## config.mk

```make
export PLATFORM = sky130hd
export DESIGN_NAME = roman_numeral_encoder
export DESIGN_NICKNAME = d
export VERILOG_FILES = /design/src/rtl/core/rme_pkg.sv /design/src/rtl/core/roman_numeral_encoder.sv /design/src/rtl/core/rme_datapath.sv /design/src/rtl/core/rme_ctrl.sv
export SDC_FILE = /design/constraint.sdc
export NUM_CORES = 1
export LEC_CHECK = 0
export ABC_AREA = 1
export BUFFER_PORTS_ARGS = -buffer_cell sky130_fd_sc_hd__buf_2
export CAP_MARGIN = 5
export CORE_MARGIN = 10
export CORE_UTILIZATION = 25
export CTS_CLUSTER_DIAMETER = 120
export DETAILED_ROUTE_END_ITERATION = 10
export SETUP_SLACK_MARGIN = 0.05
export SLEW_MARGIN = 25
export SYNTH_ARGS = -nofsm -noshare
export SYNTH_HDL_FRONTEND = slang
export SYNTH_SLANG_ARGS = --single-unit
```

## constraint.sdc

```tcl
create_clock -name clk -period 4.51 [get_ports clk]
set_clock_uncertainty 0.1 [all_clocks]
set_input_delay 0.902 -clock clk [delete_from_list [all_inputs] [get_ports clk]]
set_output_delay 0.902 -clock clk [all_outputs]
set_load 0.02 [all_outputs]
```

## src/rtl/core/rme_pkg.sv

```systemverilog
`timescale 1ns / 1ps
// ----------------------------------------------------------------------------
// rme_pkg
// Shared types, constants and helpers for the roman numeral encoder.
// ----------------------------------------------------------------------------
package rme_pkg;

  localparam int unsigned VALUE_W = 14;
  localparam int unsigned SYM_W   = 8;
  localparam int unsigned REM_W   = 12;   // magnitude after range check, at most 3999
  localparam int unsigned PLACE_W = 2;
  localparam int unsigned DIGIT_W = 4;
  localparam int unsigned K_W     = 2;    // position inside one digit's symbols
  localparam int unsigned LEN_W   = 3;

  localparam logic [VALUE_W-1:0] MAX_MAG   = VALUE_W'(3999);
  localparam logic [PLACE_W-1:0] TOP_PLACE = PLACE_W'(3);

  // symbol roles inside one decimal place
  localparam logic [1:0] ROLE_UNIT = 2'd0;
  localparam logic [1:0] ROLE_FIVE = 2'd1;
  localparam logic [1:0] ROLE_TEN  = 2'd2;

  localparam logic [SYM_W-1:0] SYM_NONE = 8'h00;

  localparam logic [SYM_W-1:0] UNIT_SYM [4] = '{8'h49, 8'h58, 8'h43, 8'h4D}; // I X C M
  localparam logic [SYM_W-1:0] FIVE_SYM [4] = '{8'h56, 8'h4C, 8'h44, 8'h00}; // V L D
  localparam logic [SYM_W-1:0] TEN_SYM  [4] = '{8'h58, 8'h43, 8'h4D, 8'h00}; // X C M

  // d times the place weight, for d = 0 to 9
  localparam logic [VALUE_W-1:0] STEP_TAB [4][10] = '{
    '{14'd0, 14'd1,    14'd2,    14'd3,    14'd4,    14'd5,    14'd6,    14'd7,
      14'd8, 14'd9},
    '{14'd0, 14'd10,   14'd20,   14'd30,   14'd40,   14'd50,   14'd60,   14'd70,
      14'd80, 14'd90},
    '{14'd0, 14'd100,  14'd200,  14'd300,  14'd400,  14'd500,  14'd600,  14'd700,
      14'd800, 14'd900},
    '{14'd0, 14'd1000, 14'd2000, 14'd3000, 14'd4000, 14'd5000, 14'd6000, 14'd7000,
      14'd8000, 14'd9000}
  };

  // controller to datapath
  typedef struct packed {
    logic load;        // take a new input value
    logic take_digit;  // latch the digit of the current place and strip it
    logic skip_place;  // current digit is zero, move to next place
    logic emit_sym;    // load one symbol into the output register
    logic emit_err;    // load the out of range result
  } rme_cmd_t;

  // datapath to controller
  typedef struct packed {
    logic oor;         // magnitude above 3999
    logic rem_zero;    // nothing left to encode
    logic digit_zero;  // digit of the current place is zero
    logic sym_final;   // current symbol is the last of its digit
  } rme_sts_t;

  // digit of the remainder at a place, by comparison against the step table
  function automatic logic [DIGIT_W-1:0] digit_of(input logic [REM_W-1:0] rem,
                                                  input logic [PLACE_W-1:0] place);
    logic [DIGIT_W-1:0] dig;
    dig = '0;
    for (int d = 1; d < 10; d++) begin
      if ({{(VALUE_W-REM_W){1'b0}}, rem} >= STEP_TAB[place][d]) begin
        dig = DIGIT_W'(d);
      end
    end
    return dig;
  endfunction

  // number of symbols a digit produces
  function automatic logic [LEN_W-1:0] digit_len(input logic [DIGIT_W-1:0] dig);
    logic [LEN_W-1:0] len;
    if (dig <= DIGIT_W'(3)) begin
      len = dig[LEN_W-1:0];
    end else if (dig == DIGIT_W'(4) || dig == DIGIT_W'(9)) begin
      len = LEN_W'(2);
    end else begin
      len = LEN_W'(dig - DIGIT_W'(4));
    end
    return len;
  endfunction

  // role of the symbol at position k of a digit
  function automatic logic [1:0] sym_role(input logic [DIGIT_W-1:0] dig,
                                          input logic [K_W-1:0] k);
    logic [1:0] role;
    role = ROLE_UNIT;
    if (dig == DIGIT_W'(4)) begin
      role = (k == '0) ? ROLE_UNIT : ROLE_FIVE;
    end else if (dig == DIGIT_W'(9)) begin
      role = (k == '0) ? ROLE_UNIT : ROLE_TEN;
    end else if (dig >= DIGIT_W'(5)) begin
      role = (k == '0) ? ROLE_FIVE : ROLE_UNIT;
    end
    return role;
  endfunction

endpackage

```

## src/rtl/core/roman_numeral_encoder.sv

```systemverilog
`timescale 1ns / 1ps
// ----------------------------------------------------------------------------
// roman_numeral_encoder
// Turns a signed integer into the Roman numeral of its magnitude, one ASCII
// character per output transaction, thousands first, last character flagged.
// ----------------------------------------------------------------------------
//  channel | ports                                        | direction
//  --------+----------------------------------------------+----------
//  input   | in_valid, in_ready, in_value[13:0]           | in
//  output  | out_valid, out_ready, out_symbol[7:0],       | out
//          | out_last, out_out_of_range                   |
//
//  One input transaction at a time: after the accept, the places are scanned from
//  the thousands down and each nonzero digit emits its characters, until nothing is left.
//  The character sequencer in rme_ctrl sets this order; a new value is taken
//  once the previous one is fully sequenced.
//  A stalled output register holds the sequencer in place.
//  Reset (synchronous, active low) clears the sequencer and the output valid.
//  A zero magnitude gives no output; above 3999 gives one flagged transaction.
// ----------------------------------------------------------------------------
module roman_numeral_encoder (
  input  logic                        clk,
  input  logic                        rst_n,
  input  logic                        in_valid,
  output logic                        in_ready,
  input  logic [rme_pkg::VALUE_W-1:0] in_value,
  output logic                        out_valid,
  input  logic                        out_ready,
  output logic [rme_pkg::SYM_W-1:0]   out_symbol,
  output logic                        out_last,
  output logic                        out_out_of_range
);
  import rme_pkg::*;

  rme_cmd_t cmd;
  rme_sts_t sts;

  // sequencer
  rme_ctrl u_ctrl (
    .clk       (clk),
    .rst_n     (rst_n),
    .in_valid  (in_valid),
    .in_ready  (in_ready),
    .out_valid (out_valid),
    .out_ready (out_ready),
    .sts       (sts),
    .cmd       (cmd)
  );

  // digit and symbol datapath
  rme_datapath u_dp (
    .clk              (clk),
    .in_value         (in_value),
    .cmd              (cmd),
    .sts              (sts),
    .out_symbol       (out_symbol),
    .out_last         (out_last),
    .out_out_of_range (out_out_of_range)
  );

endmodule

```

## src/rtl/core/rme_datapath.sv

```systemverilog
`timescale 1ns / 1ps
// ----------------------------------------------------------------------------
// rme_datapath
// Magnitude, remainder, digit and output registers of the encoder.
// ----------------------------------------------------------------------------
module rme_datapath (
  input  logic                        clk,
  input  logic [rme_pkg::VALUE_W-1:0] in_value,
  input  rme_pkg::rme_cmd_t           cmd,
  output rme_pkg::rme_sts_t           sts,
  output logic [rme_pkg::SYM_W-1:0]   out_symbol,
  output logic                        out_last,
  output logic                        out_out_of_range
);
  import rme_pkg::*;

  logic [REM_W-1:0]   rem_r,   rem_nxt;
  logic [PLACE_W-1:0] place_r, place_nxt;
  logic [DIGIT_W-1:0] digit_r, digit_nxt;
  logic [K_W-1:0]     k_r,     k_nxt;
  logic               oor_r,   oor_nxt;
  logic [SYM_W-1:0]   sym_r,   sym_nxt;
  logic               last_r,  last_nxt;
  logic               eoor_r,  eoor_nxt;

  logic [VALUE_W-1:0] mag;
  logic [DIGIT_W-1:0] digit_c;
  logic [VALUE_W-1:0] rem_diff;
  logic [LEN_W-1:0]   len_c;
  logic               sym_final;
  logic [SYM_W-1:0]   sym_c;

  // magnitude of the two's complement input
  assign mag = in_value[VALUE_W-1] ? (~in_value + VALUE_W'(1)) : in_value;

  // digit of the current place and what remains without it
  assign digit_c  = digit_of(rem_r, place_r);
  assign rem_diff = {{(VALUE_W-REM_W){1'b0}}, rem_r} - STEP_TAB[place_r][digit_c];

  // symbol selection inside the latched digit
  assign len_c     = digit_len(digit_r);
  assign sym_final = ({1'b0, k_r} == (len_c - LEN_W'(1)));

  always_comb begin
    unique case (sym_role(digit_r, k_r))
      ROLE_UNIT: sym_c = UNIT_SYM[place_r];
      ROLE_FIVE: sym_c = FIVE_SYM[place_r];
      ROLE_TEN:  sym_c = TEN_SYM[place_r];
      default:   sym_c = SYM_NONE;
    endcase
  end

  // next state of the working registers
  always_comb begin
    rem_nxt   = rem_r;
    place_nxt = place_r;
    digit_nxt = digit_r;
    k_nxt     = k_r;
    oor_nxt   = oor_r;
    sym_nxt   = sym_r;
    last_nxt  = last_r;
    eoor_nxt  = eoor_r;
    if (cmd.load) begin
      rem_nxt   = mag[REM_W-1:0];
      place_nxt = TOP_PLACE;
      oor_nxt   = (mag > MAX_MAG);
    end
    if (cmd.take_digit) begin
      digit_nxt = digit_c;
      rem_nxt   = rem_diff[REM_W-1:0];
      k_nxt     = '0;
    end
    if (cmd.skip_place) begin
      place_nxt = place_r - PLACE_W'(1);
    end
    if (cmd.emit_sym) begin
      sym_nxt  = sym_c;
      last_nxt = sym_final && (rem_r == '0);
      eoor_nxt = 1'b0;
      if (sym_final) begin
        place_nxt = place_r - PLACE_W'(1);
      end else begin
        k_nxt = k_r + K_W'(1);
      end
    end
    if (cmd.emit_err) begin
      sym_nxt  = SYM_NONE;
      last_nxt = 1'b1;
      eoor_nxt = 1'b1;
    end
  end

  // payload registers
  always_ff @(posedge clk) begin
    rem_r   <= rem_nxt;
    place_r <= place_nxt;
    digit_r <= digit_nxt;
    k_r     <= k_nxt;
    oor_r   <= oor_nxt;
    sym_r   <= sym_nxt;
    last_r  <= last_nxt;
    eoor_r  <= eoor_nxt;
  end

  // status back to the controller
  assign sts.oor        = oor_r;
  assign sts.rem_zero   = (rem_r == '0);
  assign sts.digit_zero = (digit_c == '0);
  assign sts.sym_final  = sym_final;

  assign out_symbol       = sym_r;
  assign out_last         = last_r;
  assign out_out_of_range = eoor_r;

endmodule

```

## src/rtl/core/rme_ctrl.sv

```systemverilog
`timescale 1ns / 1ps
// ----------------------------------------------------------------------------
// rme_ctrl
// Sequencer of the encoder: walks the places and meters out the symbols.
// ----------------------------------------------------------------------------
module rme_ctrl (
  input  logic              clk,
  input  logic              rst_n,
  input  logic              in_valid,
  output logic              in_ready,
  output logic              out_valid,
  input  logic              out_ready,
  input  rme_pkg::rme_sts_t sts,
  output rme_pkg::rme_cmd_t cmd
);
  import rme_pkg::*;

  localparam logic [1:0] ST_IDLE  = 2'd0;
  localparam logic [1:0] ST_DIGIT = 2'd1;
  localparam logic [1:0] ST_EMIT  = 2'd2;
  localparam logic [1:0] ST_ERR   = 2'd3;

  logic [1:0] state_r, state_nxt;
  logic       ovld_r,  ovld_nxt;
  logic       out_free;

  // output register can take a new symbol
  assign out_free = !ovld_r || out_ready;
  assign in_ready = (state_r == ST_IDLE);

  // state transitions and commands
  always_comb begin
    state_nxt = state_r;
    cmd       = '0;
    unique case (state_r)
      ST_IDLE: begin
        if (in_valid) begin
          cmd.load  = 1'b1;
          state_nxt = ST_DIGIT;
        end
      end
      ST_DIGIT: begin
        priority if (sts.oor) begin
          state_nxt = ST_ERR;
        end else if (sts.rem_zero) begin
          state_nxt = ST_IDLE;
        end else if (sts.digit_zero) begin
          cmd.skip_place = 1'b1;
        end else begin
          cmd.take_digit = 1'b1;
          state_nxt      = ST_EMIT;
        end
      end
      ST_EMIT: begin
        if (out_free) begin
          cmd.emit_sym = 1'b1;
          if (sts.sym_final) begin
            state_nxt = ST_DIGIT;
          end
        end
      end
      ST_ERR: begin
        if (out_free) begin
          cmd.emit_err = 1'b1;
          state_nxt    = ST_IDLE;
        end
      end
      default: state_nxt = ST_IDLE;
    endcase
  end

  // output valid flag
  always_comb begin
    if (cmd.emit_sym || cmd.emit_err) begin
      ovld_nxt = 1'b1;
    end else if (out_ready) begin
      ovld_nxt = 1'b0;
    end else begin
      ovld_nxt = ovld_r;
    end
  end

  always_ff @(posedge clk) begin
    if (!rst_n) begin
      state_r <= ST_IDLE;
      ovld_r  <= 1'b0;
    end else begin
      state_r <= state_nxt;
      ovld_r  <= ovld_nxt;
    end
  end

  assign out_valid = ovld_r;

endmodule

```

* After elaboration in Yosys (flattened, before gate mapping)
Cells that the tools add are included.
** Word-level totals
- Flip-flop bits (word level) :: 34
- Input port bits :: 18
- Logic and storage cells :: 122
** Operators by class
- Reductions and logical operators :: 13
- Equality and inequality tests :: 13
- Bitwise gates (word level) :: 3
- Multiplexer cells :: 63
- Order comparisons :: 14
- Add/subtract/negate cells :: 6
** Operators by type and width (count)
- 140-bit binary-select mux with 2-bit select :: 1
- 140-bit 2-to-1 mux :: 2
- 12-bit by 14-bit greater-or-equal comparator with 1-bit output :: 9
- 14-bit binary-select mux with 4-bit select :: 1
- 8-bit binary-select mux with 2-bit select :: 3
- 12-bit 2-to-1 mux :: 4
- 8-bit 2-to-1 mux :: 6
- 2-bit 2-to-1 mux :: 23
- 8-bit one-hot mux with 3 select lines :: 1
- 3-bit 2-to-1 mux :: 6
- 14-bit by 1-bit adder with 14-bit output, second input constant :: 1
- 14-bit by 12-bit greater-than comparator with 1-bit output, second input constant :: 1
- 14-bit 2-to-1 mux :: 1
- 14-bit NOT :: 1
- 12-bit zero test :: 1
- 1-bit 2-to-1 mux :: 12
- 12-bit subtractor :: 1
- 4-bit 2-to-1 mux :: 2
- 2-bit one-hot mux with 4 select lines :: 1
- 2-bit == test, second input constant :: 3
- 2-bit zero test :: 3
- 2-bit by 1-bit != test with 1-bit output, second input constant :: 3
- 5-bit greater-or-equal comparator, second input constant :: 1
- 4-bit NOT with 5-bit output :: 1
- 20 further kinds :: 24

* Longest topological paths before layout
Gate-level depths: netlist (run 1).
- Word-level depth :: 22
- Mapped depth :: 37
- Gate-level depth less buffers :: 36

* Modules after synthesis
Synthesis (run 1) repeated with hierarchy kept, for this count alone.
** Second synthesis, totals
- Cell total of the unflattened synthesis :: 706
- Area total of the unflattened synthesis :: 4553.1 µm²
** By module, submodules not included
- rme_datapath :: times used 1, area each 4315.4 µm², seq. area each 750.7 µm², cells an instance 667
- rme_ctrl :: times used 1, area each 237.7 µm², seq. area each 60.1 µm², cells an instance 39

* Worst setup path before layout (run 1)
OpenSTA, ideal clock, no wires.
- Path kind :: reg2reg
- Start :: register u_dp.place_r[1]
- End :: register u_dp.rem_r[8] (data pin)
- Required time :: 4.149 ns
- Arrival :: 4.142 ns
- Period minus slack after synthesis :: 4.504 ns
- Path buffers :: 1
- Stages on the path, launching flop included :: 32
- Slack :: 0.006 ns
- Cells stage by stage :: dfxtp_1 > inv_1 > ha_1 > inv_1 > ha_1 > nand2_1 > nor2_1 > nand2_1 > inv_1 > nor2_1 > nor2_1 > nor2_1 > nand2_1 > nand2_1 > nand2_1 > nand2_2 > nand2_4 > nand2_8 > nand2_4 > buf_8 > nor2_2 > inv_1 > nand2_1 > nand2_1 > fa_1 > o31ai_1 > nand3_1 > nand2_1 > a21oi_1 > o21ai_0 > xor2_1 > o21ai_0
** Between the ends
- Word-level cells in the longest chain between the ends :: 20
- Elaborated cells on any way between the ends :: 33
- Classes of those cells :: add/sub (1); order compare (9); mux (20); bitwise (2); reduce/logical (1)
** Ends and longest elaborated chain
- from (decl) :: line rme_datapath.sv:18 : logic [PLACE_W-1:0] place_r, place_nxt;
- from (signal assigned) :: line rme_datapath.sv:96 : place_r <= place_nxt;
- 2-bit NOT with 3-bit output (implied by the code) * :: line rme_pkg.sv:65 : if ({{(VALUE_W-REM_W){1'b0}}, rem} >= STEP_TAB[place][d]) begin
- 140-bit binary-select mux with 2-bit select * :: line rme_pkg.sv:65
- 140-bit 2-to-1 mux (implied by the code) * (2 in series) :: line rme_pkg.sv:65
- 12-bit by 14-bit greater-or-equal comparator with 1-bit output :: line rme_pkg.sv:65
- 1-bit 2-to-1 mux :: line rme_pkg.sv:65
- 2-bit 2-to-1 mux (2 in series) :: line rme_pkg.sv:65
- 3-bit 2-to-1 mux (4 in series) :: line rme_pkg.sv:65
- 4-bit 2-to-1 mux :: line rme_pkg.sv:65
- 4-bit 2-to-1 mux * :: line rme_pkg.sv:65
- via u_dp.digit_c[0] :: line rme_datapath.sv:27 : logic [DIGIT_W-1:0] digit_c;
- 4-bit NOT with 5-bit output (implied by the code) or 4-bit zero test (tied branches) :: line rme_datapath.sv:38, rme_datapath.sv:108
- 14-bit binary-select mux with 4-bit select or 1-bit 2-to-1 mux (tied branches) :: line rme_datapath.sv:38, rme_ctrl.sv:47
- 12-bit 2-to-1 mux (implied by the code) or 2-bit 2-to-1 mux (tied branches) :: line rme_datapath.sv:38, rme_ctrl.sv:45
- 12-bit 2-to-1 mux (implied by the code) or 2-bit 2-to-1 mux (tied branches) :: line rme_datapath.sv:38, rme_ctrl.sv:43
- 12-bit subtractor or 2-bit 2-to-1 mux (tied branches) :: line rme_datapath.sv:38, rme_ctrl.sv:35
- 12-bit 2-to-1 mux * :: line rme_datapath.sv:68 : if (cmd.take_digit) begin
- via u_dp.rem_nxt[8] :: line rme_datapath.sv:17 : logic [REM_W-1:0] rem_r, rem_nxt;
- to (signal assigned) :: line rme_datapath.sv:95 : rem_r <= rem_nxt;
- to (decl) :: line rme_datapath.sv:17
The timed path passes the listed nets; every way through them passes the cells marked *. The select of a mux whose other input is x is not followed.
A chain may end at the register's enable or synchronous reset.

* Final worst setup path (run 1)
- Start :: register u_dp.place_r[0]
- End :: register u_dp.rem_r[9] (data pin)
** Between the ends
- Word-level cells in the longest chain between the ends :: 20
- Elaborated cells on any way between the ends :: 33
- Classes of those cells :: add/sub (1); order compare (9); mux (20); bitwise (2); reduce/logical (1)
** Ends and longest elaborated chain (line)
- 2-bit NOT with 3-bit output (implied by the code) * :: rme_pkg.sv:65, rme_datapath.sv:38
- 140-bit binary-select mux with 2-bit select * :: rme_pkg.sv:65, rme_datapath.sv:38
- 140-bit 2-to-1 mux (implied by the code) * (2 in series) :: rme_pkg.sv:65
- 12-bit by 14-bit greater-or-equal comparator with 1-bit output :: rme_pkg.sv:65
- 1-bit 2-to-1 mux :: rme_pkg.sv:65
- 2-bit 2-to-1 mux (2 in series) :: rme_pkg.sv:65
- 3-bit 2-to-1 mux (4 in series) :: rme_pkg.sv:65
- 4-bit 2-to-1 mux (2 in series) :: rme_pkg.sv:65
- 4-bit NOT with 5-bit output (implied by the code) or 4-bit zero test (tied branches) :: rme_datapath.sv:38, rme_datapath.sv:108
- 14-bit binary-select mux with 4-bit select or 1-bit 2-to-1 mux (tied branches) :: rme_datapath.sv:38, rme_ctrl.sv:47
- 12-bit 2-to-1 mux (implied by the code) or 2-bit 2-to-1 mux (tied branches) :: rme_datapath.sv:38, rme_ctrl.sv:45
- 12-bit 2-to-1 mux (implied by the code) or 2-bit 2-to-1 mux (tied branches) :: rme_datapath.sv:38, rme_ctrl.sv:43
- 12-bit subtractor or 2-bit 2-to-1 mux (tied branches) :: rme_datapath.sv:38, rme_ctrl.sv:35
- 12-bit 2-to-1 mux * :: rme_datapath.sv:68
- via u_dp.rem_nxt[9] :: rme_datapath.sv:17
Marks and branches as above.

==> parameters.txt, run 1 <==
Parameter                              Value

Synthesis
  Number of register bits inferred by synthesis    32
  Fraction of synthesized area in multiplexers    0
  Simple-gate area share of the yosys netlist    0.348
  Yosys warning count    0
  Fraction of synthesized cell area in xor and xnor cells    0.0423
  Synthesized cell area    4550 um2
  Synthesized area divided by synthesized cell count    roughly 6.5 um2
  Combinational family with the most area after synthesis    simple AND/OR/NAND/NOR gates
  Part of the Yosys area used for sequential elements    0.178
  Share of the synthesized area in compound gates (AO/OA/AOI/OAI)    0.148
  Mapped Cells    ~710
  Top flip-flop cell by instance count after synthesis    edfxtp_1
  Cell variety after synth    50
  Count of flip-flops with a built-in enable after synthesis    17
  Async set-reset flop share out of synthesis    0
  Fraction of the mapped netlist area in adder cells    0.178

Clock network
  Total CTS buffers    5
  Clock latency at the later pin of the worst-skew pair    280 ps
  Maximum clock path buffer count    2
  Clock transition time at the flip-flop clock pins of the worst setup and hold paths    60 ps
  Clock net sink count    32
  CTS root buf    clkbuf_16
  Clock tree from TritonCTS    yes
  CTS H-Tree Depth    2
  Quantity of hold-fixing buffers added after cts    0

STA
  Final hold vios    0
  Post-route setup TNS    0 ps
  Final cycle utilization of the critical path    0.952
  Highest Clock Rate    about 230 MHz
  Final setup violation count    0
  Worst Hold Margin    between 300 and 400 ps
  Setup repair after global routing missed its margin    yes
  Relative slew slack    0.531
  Final Critical Period    4290 ps
  Final max-slew violation count    0
  Tightest Pin Transition    698 ps

Critical path
  Kind of critical path    reg -> reg
  Peak fanout along the critical path    5
  Category of cells accounting for the largest share of critical-path delay    simple AND/OR/NAND/NOR gates
  Max stage delay on crit path    410 ps
  Cell with the biggest individual delay on the critical path    dfxtp_4
  Crit Reg-Reg Startpoint    u_dp.place_r[0]$_DFF_P_
  Setup crit start kind    flip-flop
  Critical path capture point type    flip-flop
  WP data required    4440 ps
  End of the worst register-to-register path    u_dp.rem_r[9]$_DFFE_PP_
  Crit path buf inv count    9
  Cells on worst reg2reg path    30
  Flop2flop setup slack    220 ps
  Cell type with the highest occurrence count on the critical path    buf_4
  Arr. time, crit path    between 4000 and 5000 ps

Route
  Total iterations of the first detailed-routing run    5
  Post-detailed-routing wire length    between 10 and 15 mm
  Routed length per placed instance    between 10 and 15 um
  Vias per inst    4.82
  Number of nets with antenna violations after detailed routing    0
  Residual DRC    0
  First-iteration detailed-routing DRC count    about 380
  Vias after detailed routing    5,048

Layout
  P&R area growth vs syn    39.5%
  Final Net Count    approximately 900
  Number of inserted diodes    0
  Fraction of the core area covered by cells at the end of the flow    0.354
  Final-layout fill cell count    1,888
  Share of final-layout standard cells stronger than drive strength 1    0.300

Global routing
  Total track usage    0.116
  Grt ovf    0
  Largest net degree at the start of global routing    20
  Global-route wire length before repair    23.3 mm
  Antenna violations before repair    0
  Via count of the first global-routing pass    4,809

Die
  Die Span Y    ~150 um
  CORE AREA    roughly 18,000 um2
  Die span in x    155 um
  Standard-cell rows    49
  Die ar.    24,000 um2
  Starting Density    0.253
  Total I/O pin count    30

Min path
  Endpoint, Worst Hold    u_dp.out_out_of_range$_SDFFE_PP1P_
  Number of stages on the worst hold path    2
  Hold Crit Start    u_dp.out_out_of_range$_SDFFE_PP1P_
  Type of the tightest min-delay check    reg -> reg

Place
  Port buffer count    27
  GPL Wtd Cong    0.954
  HPWL after detailed placement    11.6 mm

Flow run
  Max-capacitance violation count    0

Run status
  Run status    finished, final reports clean
## layer usage
| metal | track usage | share of wire | wire length [um] | up-vias |
|---|---|---|---|---|
| met4 | 0.0292 | 0.018 | 265 | 0 |
| met3 | 0.0215 | 0.046 | 696 | 20 |
| li1 | - | - | - | 2579 |
| met5 | 0 | 0 | 0 | - |
| met2 | 0.189 | 0.47 | 7050 | 141 |
| met1 | 0.154 | 0.47 | 6970 | 2308 |
## flip-flops by register name (all words and copies together) (netlist names)
name	flops
u_dp.rem_r	12
u_dp.out_symbol	6
u_dp.digit_r	4
u_ctrl.state_r	2
u_dp.k_r	2
u_dp.place_r	2
u_ctrl.out_valid	1
u_dp.oor_r	1
u_dp.out_last	1
u_dp.out_out_of_range	1
## Yosys cell counts (5+ instances only)
library cell  instances  share of area
xor2_1               14          0.027
inv_1               101          0.083
inv_2                 6         0.0049
a21oi_1              42          0.046
nand4_1              11          0.015
edfxtp_1             17           0.11
nand2_2               8          0.011
ha_1                 63           0.17
dfxtp_1              15          0.066
nor2_1               62          0.051
nor3_1               21          0.023
nand2_1             171           0.14
xnor2_1               8          0.015
nor2_2                5         0.0069
o21ai_0              40          0.044
nand3_1              50          0.055
nor4_1                5         0.0069
nand2_4               5          0.012
o21ai_1              10          0.011
o211ai_1              5         0.0082
## how the worst max path moves through the flow
stage | from | to | cells past startpoint
after floorplan | u_dp.place_r[1]$_DFF_P_ | u_dp.rem_r[8]$_DFFE_PP_ | 31
after global placement | u_dp.place_r[0]$_DFF_P_ | u_dp.rem_r[8]$_DFFE_PP_ | 30
after detailed placement | u_dp.place_r[0]$_DFF_P_ | u_dp.rem_r[8]$_DFFE_PP_ | 30
after CTS | u_dp.place_r[0]$_DFF_P_ | u_dp.rem_r[11]$_DFFE_PP_ | 30
after global routing | u_dp.place_r[0]$_DFF_P_ | u_dp.rem_r[11]$_DFFE_PP_ | 29
final | u_dp.place_r[0]$_DFF_P_ | u_dp.rem_r[9]$_DFFE_PP_ | 30
## timing repair
| action | 4_1_cts | 5_1_grt |
|---|---|---|
| gates resized for setup | 7 | 126 |
| pin swaps | 0 | 45 |
| endpoints found under the setup margin | 6 | 8 |
| setup buffers | 0 | 20 |
| cloned | 0 | 1 |
| endpoints found under the hold margin | 0 | 0 |
## tightest hold or removal path: stages (launching register included)
cell and delay [ps]:
dfxtp_1 320, nand2_1 60, nand2_1 40
## cell type report
| class | count | area [um2] | area share |
|---|---|---|---|
| flip-flops and latches | 32 | 818 | 0.129 |
| well taps | 229 | 287 | 0.0451 |
| clock inverters | 1 | 5.00 | 0.000788 |
| clock buffers | 7 | 154 | 0.0242 |
| repair buffers | 110 | 810 | 0.127 |
| multi-input cells | 558 | 3830 | 0.604 |
| inverters | 110 | 443 | 0.0697 |
## layout by cell type (no fill, tap or decap), types with 3 or more instances in the layout
| master | count |
|---|---|
| nand2_1 | 157 |
| inv_1 | 91 |
| buf_4 | 75 |
| nor2_1 | 53 |
| nand3_1 | 43 |
| ha_1 | 36 |
| o21ai_0 | 31 |
| a21oi_1 | 30 |
| buf_2 | 27 |
| ha_4 | 26 |
| nand2_2 | 20 |
| nor3_1 | 18 |
| edfxtp_1 | 17 |
| o21ai_1 | 16 |
| xor2_1 | 14 |
| a21oi_2 | 13 |
| dfxtp_1 | 13 |
| nor2_2 | 12 |
| nand4_1 | 11 |
| inv_2 | 10 |
| nand3_2 | 8 |
| xnor2_1 | 8 |
| nand2_4 | 7 |
| clkbuf_16 | 6 |
| nor4_1 | 5 |
| o211ai_1 | 5 |
| buf_6 | 5 |
| o21ai_2 | 4 |
| nor2_4 | 3 |
| nor3_2 | 3 |
| nand3b_1 | 3 |
| inv_6 | 3 |
| inv_4 | 3 |
| or2_2 | 3 |
## through the flow
step / worst slack, ps / std cells / area, um2
2_1_floorplan: 93.4 / 706 / 4560
3_3_place_gp: -58.9 / 1018 / 5390
3_5_place_dp: -107 / 1018 / 5390
4_1_cts: 59.8 / 1026 / 5570
5_1_grt: -54.8 / 1047 / 6350
6_report: 215 / 1047 / 6350
## cells by family (layout without fill, tap and decap cells)
family,after synthesis,in the layout
adder cells (fa/ha/maj),64,64
XOR/XNOR,22,22
AO/OA/AOI/OAI,118,118
flip-flops,32,32
buffers and inverters,117,228
AND/OR/NAND/NOR,351,352
other,1,2
Power of run 1 is not shown: default switching activity piles up to over one toggle a cycle in this logic, so the estimate is an artifact.
==> run 2, diff against run 1 <==
CORE_UTILIZATION = 57   (was 25)
PLACE_DENSITY = 0.79   (was unset)
SLEW_MARGIN = unset   (was 25)
==> run 2 against run 1 <==
  * The flow now finishes with violations (setup timing)
  * Utilization up 44 points
  * Critical path depth up 2
  * Count of clock-buffer cells in the layout unchanged
  * Flip-flop and latch count unchanged
  * Global-route usage up 12 points
  * Worst setup slack worse by 230 ps
  * Cell count down 12%
  * Routed wire length up 13%
  * Sequential share of layout area up 0.44 points
  * First-iteration DRC count up 53%
  * Via count up 8.8%
  * Non-clock buffer count up 4
  * Critical endpoint is now u_dp.rem_r[11]$_DFFE_PP_
  * Highest routed layer unchanged
==> parameters.txt, run 2 (synthesis results as in run 1) <==
Parameter                              Value

Layout
  Area taken by multi-input logic gates    3840 um2
  Number of inserted diodes    0
  Final Net Count    902
  Area of all sequential standard cells    818 um2
  Most frequent cells in the layout    156 x nand2_1, 93 x inv_1, 80 x buf_4
  Post-route non-filler standard cell count    923
  Share of final-layout standard cells stronger than drive strength 1    0.306
  P&R area growth vs syn    34.9%
  Final-layout fill cell count    approximately 550
  Largest reg by FF count    u_dp.rem_r
  Commonest non-fill, non-tap cell in the layout    nand2_1
  Number of flip-flops in the largest register    12

Critical path
  Cell with the biggest individual delay on the critical path    edfxtp_1
  Worst setup path startpoint    u_dp.rem_r[2]$_DFFE_PP_
  WP data required    4470 ps
  Kind of critical path    reg -> reg
  Peak fanout along the critical path    8
  Cell type with the highest occurrence count on the critical path    nand2_1
  Critical path capture point type    flip-flop
  Arr. time, crit path    4480 ps
  Max stage delay on crit path    between 500 and 600 ps
  Setup crit start kind    flip-flop
  Crit Reg-Reg Startpoint    u_dp.rem_r[2]$_DFFE_PP_

Clock network
  Clock transition time at the flip-flop clock pins of the worst setup and hold paths    80 ps
  Clock tree from TritonCTS    yes
  CTS root buf    clkbuf_8
  Clock net sink count    32
  Total CTS buffers    5
  Quantity of hold-fixing buffers added after cts    0
  CTS H-Tree Depth    2
  Maximum clock path buffer count    2
  Clock latency at the later pin of the worst-skew pair    300 ps

Die
  Die ar.    about 12,000 um2
  Total I/O pin count    30
  Die span in x    109 um
  Standard-cell rows    32
  CORE AREA    7770 um2
  Die Span Y    109 um
  Starting Density    0.586

Flow run
  Max-capacitance violation count    0

Global routing
  Via count of the first global-routing pass    between 4,000 and 5,000
  Largest net degree at the start of global routing    20
  Total track usage    0.240
  Grt ovf    0
  Global-route wire length before repair    23.1 mm
  Antenna violations before repair    0

Route
  Vias per inst    5.95
  Routed length per placed instance    around 18 um
  Total iterations of the first detailed-routing run    6
  Post-detailed-routing wire length    about 17 mm
  Vias after detailed routing    about 5,500
  Number of nets with antenna violations after detailed routing    0
  First-iteration detailed-routing DRC count    approximately 580
  Residual DRC    0

STA
  Final hold vios    0
  Setup repair after global routing missed its margin    yes
  Final cycle utilization of the critical path    1.00
  Relative slew slack    0.592
  Tightest Pin Transition    610 ps
  Highest Clock Rate    approximately 220 MHz
  Final Critical Period    between 4000 and 5000 ps
  Final worst setup slack    -17.4 ps
  Final max-slew violation count    0
  Final setup violation count    1
  Worst Hold Margin    approximately 360 ps

Run status
  Run status    complete, but fails checks
  Violations in the final reports    setup timing

Place
  Port buffer count    27
  GPL Wtd Cong    0.994
  HPWL after detailed placement    11.9 mm
  Total placed cells including tap cells    903

Min path
  Hold Crit Start    u_dp.out_out_of_range$_SDFFE_PP1P_
  Type of the tightest min-delay check    reg -> reg
[run 2: repair_timing]
action,4_1_cts,5_1_grt
setup endpoints to repair,6,9
pin swaps,3,49
gates resized for setup,17,115
cloned,0,0
setup buffers,1,11
[run 2: through the flow]
step           instance area (um2)  setup WS, ps  utilization  TNS, ps
6_report                      6140         -17.4        0.791    -17.4
5_1_grt                       6140          -270        0.791     -937
4_1_cts                       5470          51.9        0.705        0
3_5_place_dp                  5320          -101        0.685     -290
3_3_place_gp                  5320         -70.1        0.685     -185
2_1_floorplan                 4560          93.4            -        0
[run 2: metal layers]
| metal | global-route usage | vias up | wire (um) | part of all wire |
|---|---|---|---|---|
| met2 | 0.399 | 322 | 8040 | 0.47 |
| met5 | 0 | - | 0 | 0 |
| li1 | - | 2584 | - | - |
| met3 | 0.0404 | 71 | 1350 | 0.080 |
| met1 | 0.304 | 2513 | 6880 | 0.41 |
| met4 | 0.0892 | 0 | 668 | 0.039 |
[run 2: final timing paths]
path,cells after the start,slack [ps],end
setup reg to reg,32,-20,u_dp.rem_r[11]$_DFFE_PP_
hold / removal,2,360,u_dp.out_out_of_range$_SDFFE_PP1P_
hold reg to reg,2,360,u_dp.out_out_of_range$_SDFFE_PP1P_
setup / recovery,32,-20,u_dp.rem_r[11]$_DFFE_PP_
[run 2: final cells by class]
cell class              instances  share of cell area
well taps                     102              0.0208
clock inverters                 1            0.000815
flip-flops and latches         32               0.133
multi-input cells             557               0.626
repair buffers                114               0.135
clock buffers                   7              0.0159
inverters                     110              0.0689
[run 2: critical path, delay by kind of cell (launching register included)]
kind | cells | cell delay (ps)
flip-flops | 1 | 590
buffers and inverters | 4 | 380
AO/OA/AOI/OAI | 3 | 460
AND/OR/NAND/NOR | 22 | 1790
XOR/XNOR | 1 | 220
adder cells (fa/ha/maj) | 2 | 700
Power of run 2 is left out for the same reason.
==> run 3, diff against run 2 <==
--- a/config.mk
+++ b/config.mk
@@ -13,4 +13,5 @@
 export CTS_CLUSTER_DIAMETER = 120
 export DETAILED_ROUTE_END_ITERATION = 10
+export MAX_ROUTING_LAYER = met4
 export PLACE_DENSITY = 0.79
 export SETUP_SLACK_MARGIN = 0.05
==> constraint.sdc (replaced) <==
create_clock -name clk -period 4.51 [get_ports clk]
set_clock_uncertainty 0.1 [all_clocks]
set_input_delay 0 -clock clk [delete_from_list [all_inputs] [get_ports clk]]
set_output_delay 0 -clock clk [all_outputs]
set_load 0.02 [all_outputs]
==> run 3 against run 2 <==
  * The flow now finishes without violations
  * Non-clock buffer count shrank 1
  * Count of clock-buffer cells in the layout stayed put
  * Utilization grew 0.90 points
  * Routed wire length is 4.9% lower
  * Via count is 1.1% lower
  * Critical path depth fell by 2
  * Register-to-register slack improved by 130 ps
  * Largest cell class unchanged
  * Highest routed layer unchanged
==> parameters.txt, run 3 (synthesis results as in run 1) <==
Parameter                              Value

Critical path
  Cell type with the highest occurrence count on the critical path    nand2_1
  Worst setup path startpoint    u_dp.place_r[1]$_DFF_P_
  WP data required    4460 ps
  Peak fanout along the critical path    5
  Critical path capture point type    flip-flop
  Setup crit start kind    flip-flop
  Cell with the biggest individual delay on the critical path    dfxtp_4
  Kind of critical path    reg -> reg
  Crit path to    u_dp.rem_r[11]$_DFFE_PP_
  Cells on worst reg2reg path    30
  Flop2flop setup slack    roughly 120 ps
  Crit Reg-Reg Startpoint    u_dp.place_r[1]$_DFF_P_
  Arr. time, crit path    4350 ps
  End of the worst register-to-register path    u_dp.rem_r[11]$_DFFE_PP_
  Max stage delay on crit path    400 ps

Route
  Total iterations of the first detailed-routing run    5
  Post-detailed-routing wire length    16.1 mm
  Number of nets with antenna violations after detailed routing    0
  Residual DRC    0
  Vias per inst    5.88
  Routed length per placed instance    17.4 um
  First-iteration detailed-routing DRC count    416
  Vias after detailed routing    5,430

Layout
  P&R area growth vs syn    36.4%
  Share of final-layout standard cells stronger than drive strength 1    0.306
  Commonest non-fill, non-tap cell in the layout    nand2_1
  Number of flip-flops in the largest register    12
  Area taken by multi-input logic gates    3870 um2
  Final Net Count    between 900 and 1,000
  Post-route non-filler standard cell count    923
  Largest reg by FF count    u_dp.rem_r
  Most frequent cells in the layout    149 x nand2_1, 93 x inv_1, 72 x buf_4
  Number of inserted diodes    0
  Final-layout fill cell count    520
  Area of all sequential standard cells    818 um2

Die
  Die ar.    12,000 um2
  Die Span Y    109 um
  Die span in x    109 um
  Starting Density    0.586
  CORE AREA    7770 um2
  Standard-cell rows    32
  Total I/O pin count    30

STA
  Final setup violation count    0
  Relative slew slack    0.570
  Tightest Pin Transition    roughly 640 ps
  Final worst setup slack    116 ps
  Final cycle utilization of the critical path    0.974
  Final Critical Period    4390 ps
  Post-route setup TNS    0 ps
  Final max-slew violation count    0
  Final hold vios    0
  Setup repair after global routing missed its margin    yes
  Highest Clock Rate    228 MHz

Global routing
  Antenna violations before repair    0
  Total track usage    0.247
  Global-route wire length before repair    23.2 mm
  Via count of the first global-routing pass    5,003
  Largest net degree at the start of global routing    20
  Grt ovf    0

Place
  Total placed cells including tap cells    889
  Port buffer count    27
  HPWL after detailed placement    11.8 mm
  Setup Slack @ Placement    -199 ps
  GPL Wtd Cong    1.05

Clock network
  Clock latency at the later pin of the worst-skew pair    300 ps
  CTS root buf    clkbuf_8
  Clock net sink count    32
  Clock transition time at the flip-flop clock pins of the worst setup and hold paths    80 ps
  Total CTS buffers    5
  CTS H-Tree Depth    2
  Clock tree from TritonCTS    yes
  Maximum clock path buffer count    2

Min path
  Number of stages on the worst hold path    3
  Type of the tightest min-delay check    in -> reg

Flow run
  Max-capacitance violation count    0

Run status
  Run status    finished, final reports clean
==> run 3: worst min path at each step <==
stage,from,endpoint,slack [ps]
after floorplan,rst_n,u_ctrl.out_valid$_SDFFE_PN0P_,20
after global placement,rst_n,u_ctrl.out_valid$_SDFFE_PN0P_,130
after detailed placement,rst_n,u_ctrl.out_valid$_SDFFE_PN0P_,140
after CTS,in_value[2],u_dp.rem_r[2]$_DFFE_PP_,9
after global routing,in_value[2],u_dp.rem_r[2]$_DFFE_PP_,50
final,in_value[2],u_dp.rem_r[2]$_DFFE_PP_,10
==> run 3: final cells by class <==
cell class,instances,area share
Tap cell,102,0.0205
Inverter,110,0.0703
Timing Repair Buffer,113,0.138
Sequential cell,32,0.132
Clock inverter,1,0.000806
Clock buffer,7,0.0157
Multi-Input combinational cell,558,0.623
==> run 3: repair_timing <==
| action | CTS | global route |
|---|---|---|
| pin swaps | 1 | 43 |
| hold buffers | 4 | 0 |
| cloned | 0 | 1 |
| resized for setup | 14 | 135 |
| endpoints found under the hold margin | 5 | 0 |
| buffers inserted | 0 | 21 |
| endpoints found under the setup margin | 6 | 8 |
==> run 3: per-stage QoR <==
| stage | instance area (um2) | hold slack (ps) | utilization |
|---|---|---|---|
| 2_1_floorplan | 4560 | 17.8 | - |
| 3_3_place_gp | 5230 | 130 | 0.673 |
| 3_5_place_dp | 5230 | 141 | 0.673 |
| 4_1_cts | 5420 | 8.79 | 0.698 |
| 5_1_grt | 6210 | 46.7 | 0.800 |
| 6_report | 6210 | 10.7 | 0.800 |
==> run 3: routing by layer <==
metal	vias up	wire (um)	GRT usage
met5	-	0	-
met4	0	609	0.0911
met3	58	1190	0.0316
met2	282	7700	0.411
met1	2505	6600	0.300
li1	2585	-	-
==> run 3: critical path, delay by kind of cell (launching register included) <==
family,cells,cell delay [ps]
adders and majority gates,3,710
DFF,1,400
xor gates and xnor gates,1,200
and+or+nand+nor,15,1720
buffers and inverters,8,760
AOI/OAI and AO/OA,3,250
Power of run 3 is left out for the same reason.
